File: src/sv/knnbl_pkg.sv
// ----------------------------------------------------------------------------
// knnbl_pkg
// Shared types and constants of the nearest-neighbor list update unit.
// ----------------------------------------------------------------------------
package knnbl_pkg;

    localparam int ID_W    = 10;
    localparam int DIST_W  = 32;
    localparam int POINT_W = 10;
    localparam int SLOT_W  = 4;
    localparam int KCFG_W  = 5;

    // input tdata layout
    localparam int S_TDATA_W   = 64;
    localparam int S_POINT_LSB = 0;
    localparam int S_CAND_LSB  = 10;
    localparam int S_DIST_LSB  = 20;
    localparam int S_MARK_BIT  = 52;
    localparam int S_SLOT_LSB  = 53;

    // output tdata layout
    localparam int M_TDATA_W = 48;
    localparam int M_PAD_W   = 3;

    localparam logic FUNC_UPDATE = 1'b0;
    localparam logic FUNC_READ   = 1'b1;

    typedef struct packed {
        logic [ID_W-1:0]   id;
        logic [DIST_W-1:0] distance;
        logic              mark;
    } entry_t;

    typedef enum logic [2:0] {
        ST_CLEAR,
        ST_IDLE,
        ST_LOAD,
        ST_SEARCH,
        ST_DONE
    } state_t;

endpackage

File: src/sv/knnbl_max_tree.sv
// ----------------------------------------------------------------------------
// knnbl_max_tree
// Registered pairwise maximum tree over one row of distances; the lower
// slot wins on ties. One register stage per tree level, after a registered leaf stage.
// ----------------------------------------------------------------------------
module knnbl_max_tree
    import knnbl_pkg::*;
#(
    parameter int NEIGHBORS = 16
) (
    input  logic                                        aclk,
    input  logic                                        aresetn,
    input  logic                                        in_valid,
    input  logic [NEIGHBORS-1:0][DIST_W-1:0]            in_dist,
    output logic                                        out_valid,
    output logic [DIST_W-1:0]                           out_dist,
    output logic [(NEIGHBORS > 1 ? $clog2(NEIGHBORS) : 1)-1:0] out_idx
);

    localparam int LEVELS = $clog2(NEIGHBORS);
    localparam int NP     = 1 << LEVELS;
    localparam int IDX_W  = (NEIGHBORS > 1) ? LEVELS : 1;

    logic [DIST_W-1:0] dist_reg  [LEVELS+1][NP];
    logic [IDX_W-1:0]  idx_reg   [LEVELS+1][NP];
    logic              valid_reg [LEVELS+1];

    // leaf stage
    for (genvar j = 0; j < NP; j++) begin : g_leaf
        if (j < NEIGHBORS) begin : g_used
            always_ff @(posedge aclk) begin
                dist_reg[0][j] <= in_dist[j];
            end
        end else begin : g_pad
            always_ff @(posedge aclk) begin
                dist_reg[0][j] <= '0;
            end
        end
        always_ff @(posedge aclk) begin
            idx_reg[0][j] <= IDX_W'(j);
        end
    end

    always_ff @(posedge aclk) begin
        if (!aresetn) begin
            valid_reg[0] <= 1'b0;
        end else begin
            valid_reg[0] <= in_valid;
        end
    end

    for (genvar l = 1; l <= LEVELS; l++) begin : g_level
        for (genvar i = 0; i < (NP >> l); i++) begin : g_node
            always_ff @(posedge aclk) begin
                if (dist_reg[l-1][2*i+1] > dist_reg[l-1][2*i]) begin
                    dist_reg[l][i] <= dist_reg[l-1][2*i+1];
                    idx_reg[l][i]  <= idx_reg[l-1][2*i+1];
                end else begin
                    dist_reg[l][i] <= dist_reg[l-1][2*i];
                    idx_reg[l][i]  <= idx_reg[l-1][2*i];
                end
            end
        end

        always_ff @(posedge aclk) begin
            if (!aresetn) begin
                valid_reg[l] <= 1'b0;
            end else begin
                valid_reg[l] <= valid_reg[l-1];
            end
        end
    end

    assign out_valid = valid_reg[LEVELS];
    assign out_dist  = dist_reg[LEVELS][0];
    assign out_idx   = idx_reg[LEVELS][0];

endmodule

File: config.mk
export PLATFORM = sky130hd
export DESIGN_NAME = knnbl_max_tree
export DESIGN_NICKNAME = d
export VERILOG_FILES = /design/src/sv/knnbl_pkg.sv /design/src/sv/knnbl_max_tree.sv
export SDC_FILE = /design/constraint.sdc
export NUM_CORES = 2
export LEC_CHECK = 0
export ABC_AREA = 0
export BUFFER_PORTS_ARGS = -buffer_cell sky130_fd_sc_hd__buf_2
export CAP_MARGIN = 20
export CORE_UTILIZATION = 45
export DETAILED_ROUTE_END_ITERATION = 6
export PLACE_DENSITY = 0.76
export SLEW_MARGIN = 0
export SYNTH_ARGS = -nofsm -noshare
export SYNTH_HDL_FRONTEND = slang
export SYNTH_SLANG_ARGS = --single-unit
File: constraint.sdc
create_clock -name aclk -period 3.3 [get_ports aclk]
set_input_delay 0 -clock aclk [delete_from_list [all_inputs] [get_ports aclk]]
set_output_delay 0 -clock aclk [all_outputs]
set_load 0.1 [all_outputs]
Word-level counts from Yosys, hierarchy flattened
Memory sizes are Yosys's and may differ from the RTL's.
Cells that the tools add are included.
{"block": "totals", "register_bits": 0, "ram_bits": 2725, "input_bits": 515, "out_inout_bits": 37, "word_cells": 135, "n_memories": 3}
{"block": "op_classes", "order_cmp": 15, "mux": 82, "bitwise": 35}
{"name": "dist_reg", "depth": 5, "word_bits": 512, "rd": 5, "rd_clocked_by_memory_dff": 0, "wr": 5, "line": "knnbl_max_tree.sv:24", "text": "logic [DIST_W-1:0] dist_reg [LEVELS+1][NP];"}
{"name": "idx_reg", "depth": 5, "word_bits": 32, "rd": 5, "rd_clocked_by_memory_dff": 0, "wr": 5, "line": "knnbl_max_tree.sv:25", "text": "logic [IDX_W-1:0] idx_reg [LEVELS+1][NP];"}
{"name": "valid_reg", "depth": 5, "word_bits": 1, "rd": 5, "rd_clocked_by_memory_dff": 0, "wr": 5, "line": "knnbl_max_tree.sv:26", "text": "logic valid_reg [LEVELS+1];"}
{"operator": "> comparator 32 bit", "count": 15}
{"operator": "2-to-1 mux 32 bit", "count": 15}
{"operator": "2-to-1 mux 4 bit", "count": 15}
{"operator": "2-to-1 mux 1 bit", "count": 52}
{"operator": "bitwise OR 1 bit", "count": 35}

Longest topological paths before layout
An unclocked memory read counts as a cell.
{"block": "logic_depth", "word_depth": 5, "ltp_mapped": 9, "ltp_nobuf": 8}

Worst setup path after synthesis
OpenSTA, ideal clock, no wires.
{"block": "synth_path", "path_kind": "reg-to-reg", "startpoint": "mem dist_reg[2][425] (netlist name)", "endpoint": "mem dist_reg[3][452] (netlist name)", "t_arrival_ps": 2223, "required_ps": 3179, "setup_slack_ps": 957, "stages_incl_launch_ff": 10, "synth_period_minus_slack_ps": 2343, "cell_sequence": "dfxtp_1 -> inv_1 -> ha_1 -> a21o_1 -> nand3_1 -> a21oi_1 -> or4_4 -> a22oi_4 -> buf_6 -> mux2_2"}
{"item": "start: declaration", "line": "knnbl_max_tree.sv:24"}

==> metrics.cfg <==
[run_status]
outcome = finished, violations left
violations = setup timing

[logic_synthesis]
synth.area.top_cells = dfxtp_1 53%, ha_1 15%, mux2_2 13%
yosysMostFrequentCell = dfxtp_1
yosysWarningCount = 0
ys_seq_elements = 1023
async_reset_ff_share_pct = 0
synth_edf_count = 0
synthTopCellsByCount = 1023 x dfxtp_1, 501 x inv_1, 480 x ha_1, 444 x mux2_2, 234 x a21oi_1
dominantRegCellSynth = dfxtp_1
syn_inst = 3301
syn_nets = 4296
netlist.area_leader.share_pct = 52.8
synth_area_leader_cell = dfxtp_1
syn_area_um2 = 38800
syn-mean-instance-area_um2 = 11.7
synth_cell_types = 35
ys_seq_area_share_pct = 52.8

[cts]
cts_max_path_buffers = 3
root_buffer = clkbuf_16
htreeDepth = 3
clock-sinks = 1023
cts_made_buffers = 105
cts_tree = done
insertion_delay_ns = 0.70
cts.clk_slew.worst_paths_ns = 0.06
post-cts-setup-buffers = 0

[setup_path]
critPathLaunchType = flip-flop
cp.depth = 10
arrival_ns = 3.85
worst-path-buf-inv = 3
crit_fanout = 34
r2r_cells = 10
r2r_slack_ns = -0.03
startpoint = dist_reg[1][420]$_DFF_P_
required_ns = 3.82
slowest_delay_ns = 0.61
criticalPathCategory = flip-flop to flip-flop
worstReg2RegEnd = dist_reg[2][454]$_DFF_P_
timing.rr.start = dist_reg[1][420]$_DFF_P_
path_cells = inv_1 > ha_1 > nand4_1 > nor3_1 > a21boi_0 > nor4_1 > buf_4 > a2bb2oi_4 > buf_12 > mux2_2
path_delay_family = simple AND/OR/NAND/NOR gates
end_kind = flip-flop
critPathSlowestCell = ha_1
endpoint = dist_reg[2][454]$_DFF_P_

[die]
die_width_um = 295
rows = 107
die_h_um = 295
io_pins = 552
core_area_um2 = 85300
fp.dieArea_um2 = 87300
start_util_pct = 45.4

[drt]
drtAntennaViolNets = 0
drt_iter0_markers = 2287
finalWirelength_um = 152000
viasPerCell = 5.36
vias = 33400
first_pass_iters = 6
wl_per_cell_um = 24.3
drc = 0

[sta]
fmax_mhz = 300
tightest_slew_ns = 0.804
tns_ns = -0.0478
maxSlewViolCount = 0
finClkSkew_ns = 0.0341
fin_crit_ns = 3.33
slew-limit-headroom_pct = 45.9
period_share_pct = 101
hold_viol = 0
hold_ws_ns = 0.0920
setup_viol = 2
worst_slack_ns = -0.0322

[global_route]
grt_max_degree = 35
grt_pass1_wl_um = 221000
antenna_found_initial = 47
grt_pass1_vias = 36700
grt.total_usage_pct = 34.4
grt-ovfl-total = 0

[pwr]
ir_drop_uv = 636
power_density_nw_per_um2 = 687
p_leak_nw = 26.7
p_total_mw = 39.0

[layout]
final_util_pct = 66.5
layout.area.seq_um2 = 20500
largest_reg_flops = 992
areaGrowthSynthToFinish_pct = 46.4
multi_input_area_um2 = 16200
drive_gt1_share_pct = 25.3
final_nets = 5966
nFillCells = 5548

[placement]
gp_congestion = 0.873
numPortBuffers = 551
dp_worst_setup_slack_ns = 0.389
dpl.hpwl_um = 74100

[worst_hold_path]
holdCritPathClass = primary input to flip-flop

[job]
cap_viol_max_count = 0

## cell type report
class                   count  area share [%]
multi-input cells        1732            28.5
diodes                     32           0.141
clock inverters            43           0.565
inverters                 501            3.32
flip-flops and latches   1023            36.1
clock buffers             148            5.31
repair buffers           1608            23.5
well taps                1144            2.52
## worst reg2reg max path, cell delays in order, from the launching register on
cell and delay, ns:
dfxtp_1 0.37, inv_1 0.08, ha_1 0.61, nand4_1 0.29, nor3_1 0.40, a21boi_0 0.36, nor4_1 0.10, buf_4 0.17
a2bb2oi_4 0.17, buf_12 0.20, mux2_2 0.43
## power by group
| part | internal (mW) | leakage, nW | switching [mW] | total, mW |
|---|---|---|---|---|
| clock network | 6.46 | 1.63 | 5.42 | 11.9 |
| logic | 5.12 | 16.5 | 6.24 | 11.4 |
| registers | 14.3 | 8.63 | 1.44 | 15.7 |
| total | 25.9 | 26.7 | 13.1 | 39.0 |
## metrics by stage
| stage | instance area (um2) | std cells |
|---|---|---|
| after global routing | 56700 | 6220 |
| after detailed placement | 43000 | 4983 |
| after CTS | 56600 | 6198 |
| final | 56700 | 6231 |
| after floorplan | 38800 | 3301 |
| after global placement | 43000 | 4983 |
## repair_timing
item,in CTS,in global routing
endpoints found under the setup margin,0,54
hold buffers,1024,0
resized for setup,0,10
hold endpoints to repair,517,0
## cell families after synthesis
group	Yosys count	synth area share (%)
compound gates	414	6.40
fa+ha+maj	480	15.5
buf+inv	546	5.73
flops	1023	52.8
mux	491	14.7
simple gates	347	4.81
## worst min path at each step
stage,startpoint,cells after the start,endpoint
4_1_cts,in_dist[24],2,dist_reg[0][504]$_DFF_P_
3_3_place_gp,in_dist[109],1,dist_reg[0][397]$_DFF_P_
6_report,in_dist[383],2,dist_reg[0][159]$_DFF_P_
3_5_place_dp,in_dist[489],1,dist_reg[0][9]$_DFF_P_
2_1_floorplan,in_dist[480],0,dist_reg[0][0]$_DFF_P_
5_1_grt,in_dist[351],2,dist_reg[0][191]$_DFF_P_
## cells in the final DEF (no fill, tap or decap), types with 11 or more instances in the layout
cell type	synthesis	final
nor4_1	28	26
ha_1	480	480
and2_1	17	17
a211oi_1	12	12
buf_4	9	27
nand2_1	98	97
inv_1	501	501
diode_2	0	32
o221a_2	12	12
nand4_1	114	114
clkinvlp_4	0	11
o21ai_0	84	84
dfxtp_1	1023	1021
clkbuf_8	0	20
a21oi_1	234	234
nand2b_1	13	13
a21o_1	24	24
mux2_4	46	46
dlygate4sd3_1	0	1024
nor2b_1	15	15
nor3_1	25	23
clkbuf_1	0	22
a21boi_0	12	12
buf_2	21	551
o21a_1	12	12
nand3_1	26	26
mux2_2	444	444
clkinv_2	0	22
clkbuf_16	0	106
## metal layers
metal / global-route usage, % / part of all wire (%) / vias up
met4: 31.3 / 10 / 20
met3: 10.8 / 7.9 / 1022
met5: 0.0554 / 0.086 / -
met2: 56.9 / 47 / 2060
li1: - / - / 14700
met1: 34.6 / 35 / 15600
Power figures use the tool's default switching activity.
