### src/sv/knnbl_ram.sv
// ----------------------------------------------------------------------------
// knnbl_ram
// Generic single-write, single-read synchronous RAM with registered read data.
// ----------------------------------------------------------------------------
module knnbl_ram #(
    parameter int WIDTH = 8,
    parameter int DEPTH = 16
) (
    input  logic                     aclk,
    input  logic                     we,
    input  logic [$clog2(DEPTH)-1:0] waddr,
    input  logic [WIDTH-1:0]         wdata,
    input  logic                     re,
    input  logic [$clog2(DEPTH)-1:0] raddr,
    output logic [WIDTH-1:0]         rdata
);

    logic [WIDTH-1:0] mem_array [DEPTH];

    always_ff @(posedge aclk) begin
        if (we) begin
            mem_array[waddr] <= wdata;
        end
        if (re) begin
            rdata <= mem_array[raddr];
        end
    end

endmodule

### config.mk
export PLATFORM = sky130hd
export DESIGN_NAME = knnbl_ram
export DESIGN_NICKNAME = d
export VERILOG_FILES = /design/src/sv/knnbl_ram.sv
export SDC_FILE = /design/constraint.sdc
export NUM_CORES = 1
export LEC_CHECK = 0
export BUFFER_PORTS_ARGS = -buffer_cell sky130_fd_sc_hd__buf_4
export CAP_MARGIN = 20
export CORE_MARGIN = 3
export CORE_UTILIZATION = 60
export CTS_BUF_LIST = sky130_fd_sc_hd__clkbuf_2
export DETAILED_ROUTE_END_ITERATION = 16
export PLACE_DENSITY = 0.74
export SETUP_SLACK_MARGIN = 0.05
export SYNTH_ARGS = -nofsm -noshare
export SYNTH_HDL_FRONTEND = slang
export SYNTH_SLANG_ARGS = --single-unit
### constraint.sdc
create_clock -name aclk -period 2.8 [get_ports aclk]
set_input_delay 0.14 -clock aclk [delete_from_list [all_inputs] [get_ports aclk]]
set_output_delay 0.14 -clock aclk [all_outputs]
set_load 0.005 [all_outputs]
Yosys cells after proc, flatten, opt, wreduce, memory -nomap -nowiden --
Memory sizes are Yosys's and may differ from the RTL's. A register that Yosys moved wholly into a read port is not among the register bits. Index checks and enable logic that the tools add are counted.
Storage, ports and cells: input bits 19, logic and storage cells 3, flip-flop bits (word level) 0, memories kept 1, RAM bits 128, output and inout port bits 8
Memory list:
- mem_array | words 16, width 8, rd ports 1, clocked after Yosys merged registers in 1, wr ports 1, line 18 | logic [WIDTH-1:0] mem_array [DEPTH];
Operators by class: mux-type cells 2
Operator list (number):
- 1-bit 2-to-1 mux | 2

Longest topological paths before layout --
Gate-level depths: netlist of the first run.
depth in word-level cells 2, mapped depth 5, depth with buffers taken out 3

Worst setup path before layout of the first run --
OpenSTA, ideal clock, no wires.
path type input to register, start point input port waddr[2], end point memory mem_array[0][0] (enable), library setup time 0.383 ns, arrival time 1.250 ns, stages 2, buffers on the path 0, required time 2.417 ns, slack 1.167 ns, path through or3b_2 > nor3_1
RTL lines:
- from (decl) | line 11 | input logic [$clog2(DEPTH)-1:0] waddr,
- to (decl) | line 18
No word-level cell before the write port.

==> out/metrics.yaml, run 1 <==
finalMaxSlewViolations: 0
synth-seq-cells: 136
syn_inst: 229
antenna_left: 0
crit_end: "rdata[2]"
path_delay_family: "multiplexers"
synth_compound_area_share_pct: 2.30
drive_above_1_share_pct: 27.5
setup_viol: 0
insertion_delay_ns: 0.64
die_x_um: 99.3
setup_ws_ns: 1.27
netlist_area_mm2: 0.00523
antenna_found_initial: 0
cp.required_ns: 3.18
vdd.ir_drop.worst_mv: 0.405
root_buffer: "clkbuf_2"
grt_overflow: 0
dpl_worst_slack_ns: 0.859
crit_slowest_cell: "mux4_1"
grt_pass1_wl_mm: 14.6
leakagePower_nw: 1.96
cts_tree: "done"
min_path_type: "in -> reg"
seqCellArea_mm2: 0.00408
gp_congestion: 0.731
r2r-end: "rdata[2]"
drc_errors: 0
synth_cell_types: 18
initialDrtViolationCount: 218
initial_utilization_pct: 62.7
nets: 302
worstPathCellList: "mux4_1, a22oi_1, nand2_1"
cp_max_fo: 1
finalHoldViolCount: 0
synth.largest_area_cell: "edfxtp_1"
dominantRegCellSynth: "edfxtp_1"
synth_top_family_by_area: "multiplexers"
rsz0062_at_grt: "no"
vias: 2446
drt_first_pass_iters: 4
yosys.area.top_type_share_pct: 78.1
fmax_mhz: 654
r2r_slack_ns: 1.27
clk_pin_slew_worst_paths_ns: 0.20
reg2regPathDepth: 3
critPathBufInv: 0
numCtsBuffers: 17
grt_pass1_vias: 2539
fp.dieH_um: 99.3
yosysMostFrequentCell: "edfxtp_1"
async_flop_share_pct: 0
wl_mm: 9.41
multi_input_area_mm2: 0.00106
routedWlPerCell_um: 23.5
yosys.area_share.simple_pct: 3.14
rr_startpoint: "mem_array[1][2]"
num_rows: 33
portBuffers: 26
min-delay-start: "waddr[3]"
cts.sinks: 136
tightest_slew_ns: 0.955
vias_per_cell: 6.12
grtUsageTotal_pct: 20.9
setup_tns_ns: 0
nFillCells: 534
antennaDiodeCount: 0
critPathLaunchType: "flip-flop"
grt_max_degree: 33
cpPeakStageDelay_ns: 0.52
syn_nets: 248
p_per_area_mw_per_mm2: 611
period_share_pct: 54.6
synthTopCellsByArea: "edfxtp_1 78%, mux4_2 7.8%, mux4_1 7.0%"
slew_headroom_pct: 36.1
crit_start: "mem_array[1][2]"
io_pins: 27
final.min_clock_period_ns: 1.53
cp.depth: 3
end_kind: "flip-flop"
p_total_mw: 3.58
fin_skew_ns: 0.0265
synth.avg_cell_area_um2: 22.8
clockBufferDepth: 2
cts-resized-gates: 0
synth_warnings: 0
path_class: "reg -> reg"
arrival_ns: 1.90
synthMuxAreaShare_pct: 14.8
synth_common_cells: "136 x edfxtp_1, 18 x mux4_2, 16 x a22oi_1"
synth_seq_area_share_pct: 78.1
maxCapViolations: 0
core_mm2: 0.00834
place_hpwl_mm: 5.93
syn_to_final_growth_pct: 12.1
htree_levels: 4
synth_edf_count: 136
outcome: "completed"
synthXorXnorAreaFrac_pct: 0
synth-adder-area-share_pct: 0
die_area_mm2: 0.00987
-- layout make-up --
class,count,area share [%]
Sequential cell,136,69.7
Multi-Input combinational cell,83,18.0
Timing Repair Buffer,45,6.28
Clock inverter,14,2.28
Tap cell,105,2.24
Clock buffer,17,1.45
-- per-stage QoR --
stage | cells | instance area [um^2] | utilization (%) | hold WS (ns)
floorplan | 229 | 5230 | - | 0.239
global placement | 357 | 5520 | 66.2 | 0.443
detailed placement | 357 | 5520 | 66.2 | 0.451
finish | 400 | 5860 | 70.3 | 0.124
CTS | 400 | 5860 | 70.3 | 0.0678
global route | 400 | 5860 | 70.3 | 0.0797
-- cell usage in the layout, fill, tap and decap left out, drive strengths merged --
| cell type | synthesis | layout |
|---|---|---|
| nor2b | 1 | 1 |
| or3b | 1 | 1 |
| nand2 | 9 | 9 |
| nand3b | 2 | 2 |
| clkinv | 0 | 9 |
| and2b | 1 | 1 |
| and2 | 1 | 1 |
| clkbuf | 0 | 17 |
| a22oi | 16 | 16 |
| edfxtp | 136 | 136 |
| nand2b | 2 | 2 |
| buf | 7 | 33 |
| nor2 | 13 | 13 |
| nor3 | 4 | 4 |
| dlygate4sd3 | 0 | 12 |
| nand3 | 1 | 1 |
| inv | 0 | 1 |
| clkinvlp | 0 | 2 |
| mux4 | 32 | 32 |
| bufinv | 0 | 2 |
-- worst min-delay path by stage --
stage                 endpoint  slack [ns]  depth (start not counted)
3_3_place_gp   mem_array[5][0]        0.44                          1
4_1_cts        mem_array[3][6]        0.07                          4
6_report       mem_array[3][6]        0.12                          4
5_1_grt        mem_array[2][6]        0.08                          4
2_1_floorplan  mem_array[0][0]        0.24                          0
3_5_place_dp   mem_array[3][5]        0.45                          1
-- metal layers --
layer / vias to the layer above / share of wire (%) / global-route usage (%)
li1: 1087 / - / -
met2: 64 / 49 / 32.2
met4: 0 / 0.98 / 6.30
met3: 12 / 5.0 / 5.26
met5: - / 0 / 0
met1: 1283 / 45 / 30.4
-- logic make-up (layout without fill, tap and decap cells) --
group | Yosys count | in the layout
AO/OA/AOI/OAI | 16 | 16
multiplexers | 32 | 32
flip-flops | 136 | 136
buffers and inverters | 10 | 76
AND/OR/NAND/NOR | 35 | 35
-- sequential cells by signal, summed over array words and instances (netlist names) --
name and count:
mem_array 128, rdata 8
-- worst register-to-register path, cell delays in order, from the launching register on --
cell and delay [ns]:
edfxtp_1 0.41, mux4_1 0.52, a22oi_1 0.24, nand2_1 0.11
-- where the power goes --
| group | internal [mW] | switching, mW | total (mW) |
|---|---|---|---|
| logic | 0.103 | 0.115 | 0.218 |
| registers | 2.29 | 0.0127 | 2.30 |
| clock network | 0.394 | 0.665 | 1.06 |
-- what timing repair did --
action | 4_1_cts | 5_1_grt
endpoints found under the setup margin | 0 | 0
endpoints found under the hold margin | 168 | 0
buffers inserted | 0 | 0
hold buffers | 12 | 0
(Power assumes the default switching activity.)
==> inputs of run 2 (changes only) <==
Settings changed: ABC_AREA from default to 1, CORE_UTILIZATION 60 to 57.
Clock period 2.8 ns to 1.4 ns, I/O delays scaled along.
==> run 2 against run 1 <==
- register-to-register slack got worse by 1.1 ns
- die area increased by 17%
- sequential power increased by 100%
- core utilization decreased by 2.0 points
- final cell count increased by 90%
==> out/metrics.yaml, run 2 <==
core_mm2: 0.00986  # +18%
rsz0062_at_grt: "yes"
routedWlPerCell_um: 17.2  # -27%
synth_seq_area_share_pct: 69.8  # -8.3 points
comb_power_share_pct: 8.5  # +2.4 points
cts_tree: "done"
vdd.ir_drop.worst_mv: 0.632  # +56%
final_cells: 758  # +90%
finalMaxSlewViolations: 0  # unchanged
clockBufferDepth: 2  # unchanged
switching_share_pct: 23.7  # +1.6 points
p_int_mw: 5.79  # +110%
fp.dieH_um: 107  # +8.0%
synth_edf_count: 136  # unchanged
multi_input_area_mm2: 0.00122  # +15%
yosysMostFrequentCell: "nand2_1"
htree_levels: 4  # unchanged
syn_to_final_growth_pct: 15.1
yosys.area.top_type_share_pct: 69.8  # -8.3 points
finalHoldViolCount: 0  # unchanged
regMostFlops: "mem_array"
cts.sinks: 136  # unchanged
wl_mm: 13.1  # +39%
min_path_type: "in -> reg"
crit_slowest_cell: "dlygate4sd3_1"
synth.largest_area_cell: "edfxtp_1"
syn_nets: 570  # +130%
synth_warnings: 0  # unchanged
synth_cell_types: 11  # -7
final_cell_area_mm2: 0.00673  # +15%
crit_start: "waddr[0]"
synth-seq-cells: 136  # unchanged
drive_above_1_share_pct: 13.4  # -14 points
arrival_ns: 1.78  # -0.12 ns
period_share_pct: 98.1
pwr-share-seq_pct: 60.7  # -3.6 points
p_total_mw: 7.59  # +110%
slew_headroom_pct: 69.5  # +33 points
grt_pass1_wl_mm: 20.4  # +40%
path_class: "in -> reg"
grt_pass1_vias: 3808  # +50%
netlist_area_mm2: 0.00585  # +12%
synth.avg_cell_area_um2: 10.6  # -54%
maxCapViolations: 0  # unchanged
cp.required_ns: 1.81  # -1.37 ns
power_switching_mw: 1.80  # +130%
portBuffers: 26  # unchanged
cpPeakStageDelay_ns: 0.59  # +0.07 ns
initial_utilization_pct: 59.3  # -3.4 points
clock_power_share_pct: 30.7  # +1.1 points
grt_overflow: 0  # unchanged
place_hpwl_mm: 7.92  # +34%
initialDrtViolationCount: 404  # +85%
fin_skew_ns: 0.0314  # +0.00485 ns
async_flop_share_pct: 0  # unchanged
root_buffer: "clkbuf_2"
grt_max_degree: 65  # +97%
antennaDiodeCount: 0  # unchanged
drc_errors: 0  # unchanged
io_pins: 27  # unchanged
die_x_um: 107  # +8.0%
end_kind: "flip-flop"
fmax_mhz: 728
setup_viol: 0  # unchanged
cp_max_fo: 8  # +7
largest_reg_flops: 128  # unchanged
critPathLaunchType: "primary input"
reg.largest.list: "mem_array (128), rdata (8)"
placed_area_mm2: 0.00628  # +14%
min-delay-start: "raddr[1]"
num_rows: 36  # +9.1%
gp_congestion: 0.804  # +9.9%
dp.cells: 709  # +99%
outcome: "completed"
layout_common_cells: "172 x nand2_1, 136 x edfxtp_1, 100 x inv_1, 97 x nand3_1, 35 x buf_4"
setup_tns_ns: 0  # unchanged
clk_pin_slew_worst_paths_ns: 0.20  # about the same
dominantRegCellSynth: "edfxtp_1"
post-cts-setup-buffers: 0  # unchanged
drt_first_pass_iters: 5  # +1
grtUsageTotal_pct: 24.4  # +3.5 points
die_area_mm2: 0.0115  # +17%
synth_common_cells: "173 x nand2_1, 136 x edfxtp_1, 100 x inv_1"
rr_startpoint: "mem_array[13][6]"
nFillCells: 731  # +37%
p_per_area_mw_per_mm2: 1130  # +85%
holdWs_ns: 0.0798  # -0.0441 ns
antenna_found_initial: 0  # unchanged
nets: 631  # +110%
final.min_clock_period_ns: 1.37
insertion_delay_ns: 0.69  # +0.05 ns
syn_inst: 551  # +140%
synthTopCellsByArea: "edfxtp_1 70%, nand2_1 11%, nand3_1 8.3%"
seqCellArea_mm2: 0.00408  # unchanged
numCtsBuffers: 17  # unchanged
leakagePower_nw: 2.92  # +49%
antenna_left: 0  # unchanged
vias_per_cell: 5.31  # -13%
layout_commonest_cell: "nand2_1"
tightest_slew_ns: 0.458  # -0.497 ns
vias: 4022  # +64%
worstPathCellList: "dlygate4sd3_1, buf_4, inv_1, nand2_2, dlygate4sd3_1, nor2_1, buf_4"
run 2: final timing paths:
| path | endpoint | cells after the start | slack (ns) |
|---|---|---|---|
| min reg2reg | rdata[5] | 6 | 0.77 |
| max reg2reg | rdata[6] | 6 | 0.22 |
| min | rdata[5] | 7 | 0.08 |
| max | mem_array[2][6] | 7 | 0.03 |
run 2: area by class of cell:
| type | count | area share [%] |
|---|---|---|
| clock buffers | 17 | 1.26 |
| clock inverters | 15 | 2.38 |
| inverters | 102 | 5.69 |
| multi-input cells | 289 | 18.1 |
| flip-flops and latches | 136 | 60.7 |
| well taps | 133 | 2.47 |
| repair buffers | 66 | 9.42 |
run 2: timing repair:
item,in CTS,in global routing
gates resized for setup,4,7
hold buffers,18,0
hold endpoints to repair,229,0
endpoints found under the setup margin,8,40
run 2: worst max-delay path: cells and delay by family:
family	cells	cell delay, ns
simple gates	2	0.20
buf+inv	5	1.50
run 2: power groups by stage:
stage | sequential, mW | clock, mW | combinational (mW)
after floorplan | 4.69 | 0 | 0.322
after global placement | 4.70 | 0 | 0.578
after detailed placement | 4.70 | 0 | 0.594
after CTS | 4.61 | 2.39 | 0.641
after global routing | 4.62 | 2.56 | 0.711
final | 4.61 | 2.33 | 0.648
run 2: cell families (layout without fill, tap and decap cells):
logic type	Yosys count	in the layout	synth area share [%]
and+or+nand+nor	289	289	20.8
DFF	136	136	69.8
buffers and inverters	126	200	9.39
run 2: per-layer routing:
metal	share of wire [%]	vias up	GRT usage [%]	routed length, um
li1	-	1902	-	-
met3	8.5	35	5.52	1110
met1	40	1886	33.7	5230
met5	0	-	0	0
met4	3.0	0	11.2	394
met2	48	199	37.3	6320
run 2: through the flow:
step | utilization [%] | setup WS (ns)
after floorplan | - | 0.379
after global placement | 63.6 | 0.150
after detailed placement | 63.6 | 0.106
after CTS | 68.1 | -0.0243
after global routing | 68.2 | -0.0490
final | 68.2 | 0.0271
==> inputs of run 3 (changes only) <==
Settings changed: CORE_UTILIZATION 57 to 60.
Clock period 1.4 ns to 1.49 ns, I/O delays scaled along.
==> run 3 against run 2 <==
- worst setup slack better by 0.072 ns
- final cell count shrank 0.66%
- worst hold slack lost 0.017 ns
- register-to-register slack improved by 0.09 ns
- first-iteration DRC count grew 11%
- clock skew shrank 0.0066 ns
- critical path depth did not move
- combinational power down 8.6%
- wire length down 0.20%
==> out/metrics.yaml, run 3 (synthesis results as in run 2) <==
clk_pin_slew_worst_paths_ns: 0.20  # about the same
initialDrtViolationCount: 447  # +11%
path_delay_family: "buffers and inverters"
grt_max_degree: 65  # unchanged
path_class: "in -> reg"
place_hpwl_mm: 8.06  # +1.9%
fp.dieH_um: 105  # -2.4%
syn_to_final_growth_pct: 14.3
maxCapViolations: 0  # unchanged
arrival_ns: 1.77  # about the same
end_kind: "flip-flop"
grt_overflow: 0  # unchanged
fmax_mhz: 719
grt_pass1_vias: 3927  # +3.1%
dpl_worst_slack_ns: 0.220  # +0.113 ns
critPathLaunchType: "primary input"
setup_ws_ns: 0.0995  # +0.0724 ns
clockBufferDepth: 2  # unchanged
final_cell_area_mm2: 0.00669  # -0.69%
drive_above_1_share_pct: 13.0  # -0.46 points
grt_pass1_wl_mm: 20.9  # +2.4%
slew_headroom_pct: 72.4  # +3.0 points
root_buffer: "clkbuf_2"
crit_slowest_cell: "dlygate4sd3_1"
cp_max_fo: 8  # unchanged
antennaDiodeCount: 0  # unchanged
p_per_area_mw_per_mm2: 1080  # -4.2%
regMostFlops: "mem_array"
cp.required_ns: 1.87  # +0.06 ns
largest_reg_flops: 128  # unchanged
grtUsageTotal_pct: 25.2  # +0.77 points
period_share_pct: 93.3
fin_skew_ns: 0.0247  # -0.00664 ns
placed_area_mm2: 0.00625  # -0.40%
numCtsBuffers: 17  # unchanged
setup_tns_ns: 0  # unchanged
antenna_found_initial: 0  # unchanged
cpPeakStageDelay_ns: 0.55  # -0.04 ns
dp.cells: 704  # -0.71%
min_path_type: "in -> reg"
drc_errors: 0  # unchanged
tightest_slew_ns: 0.414  # -0.0443 ns
gp_congestion: 0.876  # +9.0%
vias_per_cell: 5.28  # -0.54%
initial_utilization_pct: 62.4  # +3.1 points
drt_first_pass_iters: 5  # unchanged
io_pins: 27  # unchanged
cts_tree: "done"
final_cells: 753  # -0.66%
layout_common_cells: "173 x nand2_1, 136 x edfxtp_1, 100 x inv_1, 97 x nand3_1, 44 x buf_4"
insertion_delay_ns: 0.65  # -0.04 ns
vias: 3974  # -1.2%
die_area_mm2: 0.0110  # -4.7%
num_rows: 35  # -2.8%
critPathBufInv: 4  # -1
antenna_left: 0  # unchanged
setup_viol: 0  # unchanged
fin_util_pct: 71.3  # +3.1 points
cts.sinks: 136  # unchanged
rsz0062_at_grt: "no"
vdd.ir_drop.worst_mv: 0.736  # +16%
layout_commonest_cell: "nand2_1"
core_mm2: 0.00937  # -5.0%
final.min_clock_period_ns: 1.39
worstPathCellList: "dlygate4sd3_1, buf_4, nor2_1, nand2_1, nor2_1, dlygate4sd3_1, buf_4"
outcome: "completed"
p_total_mw: 7.22  # -4.9%
htree_levels: 4  # unchanged
holdWs_ns: 0.0627  # -0.0171 ns
nets: 630  # -0.16%
reg.largest.list: "mem_array (128), rdata (8)"
portBuffers: 26  # unchanged
finalHoldViolCount: 0  # unchanged
routedWlPerCell_um: 17.3  # +0.46%
finalMaxSlewViolations: 0  # unchanged
wl_mm: 13.0  # -0.20%
die_x_um: 105  # -2.4%
leakagePower_nw: 2.91  # -0.53%
-- run 3: cell count changes in the layout (fill, tap and decap cells not counted), moves of 2 or more --
cell,before,now
buf_4,35,44
buf_6,9,0
clkinv_2,7,2
clkinv_4,1,3
inv_6,0,2
-- run 3: final timing paths --
check | startpoint | end | slack (ns) | depth (start not counted)
hold reg to reg | mem_array[6][0] | rdata[0] | 0.81 | 6
setup / recovery | waddr[3] | mem_array[1][5] | 0.1 | 7
setup reg to reg | mem_array[11][5] | rdata[5] | 0.31 | 6
hold / removal | waddr[1] | mem_array[10][3] | 0.06 | 4
-- run 3: timing repair --
| item | 4_1_cts | 5_1_grt |
|---|---|---|
| resized for setup | 0 | 0 |
| hold endpoints to repair | 161 | 5 |
| hold buffers | 15 | 2 |
| endpoints found under the setup margin | 0 | 0 |
| setup buffers | 0 | 0 |
-- run 3: layer usage --
| metal | track usage (%) | vias up | routed length [um] |
|---|---|---|---|
| met1 | 35.7 | 1856 | 5440 |
| li1 | - | 1900 | - |
| met3 | 5.62 | 17 | 1080 |
| met2 | 39.6 | 201 | 6330 |
| met4 | 7.50 | 0 | 187 |
| met5 | 0 | - | 0 |
-- run 3: area by class of cell --
| class | count | area [um^2] |
|---|---|---|
| sequential | 136 | 4080 |
| fill | 714 | 2690 |
| multi-input combinational | 289 | 1210 |
| timing repair buffer | 65 | 581 |
| inverter | 102 | 383 |
| clock inverter | 15 | 178 |
| tap | 129 | 161 |
| clock buffer | 17 | 85.1 |
-- run 3: worst min-delay path, delay by kind of cell --
kind | cells | cell delay (ns)
buffers and inverters | 2 | 0.27
AND/OR/NAND/NOR | 2 | 0.26
-- run 3: power by group --
| group | leakage (nW) | switching (mW) | internal (mW) | total [mW] |
|---|---|---|---|---|
| clock | 0.144 | 1.36 | 0.938 | 2.30 |
| combinational | 1.53 | 0.380 | 0.212 | 0.592 |
| sequential | 1.24 | 0.0245 | 4.30 | 4.33 |
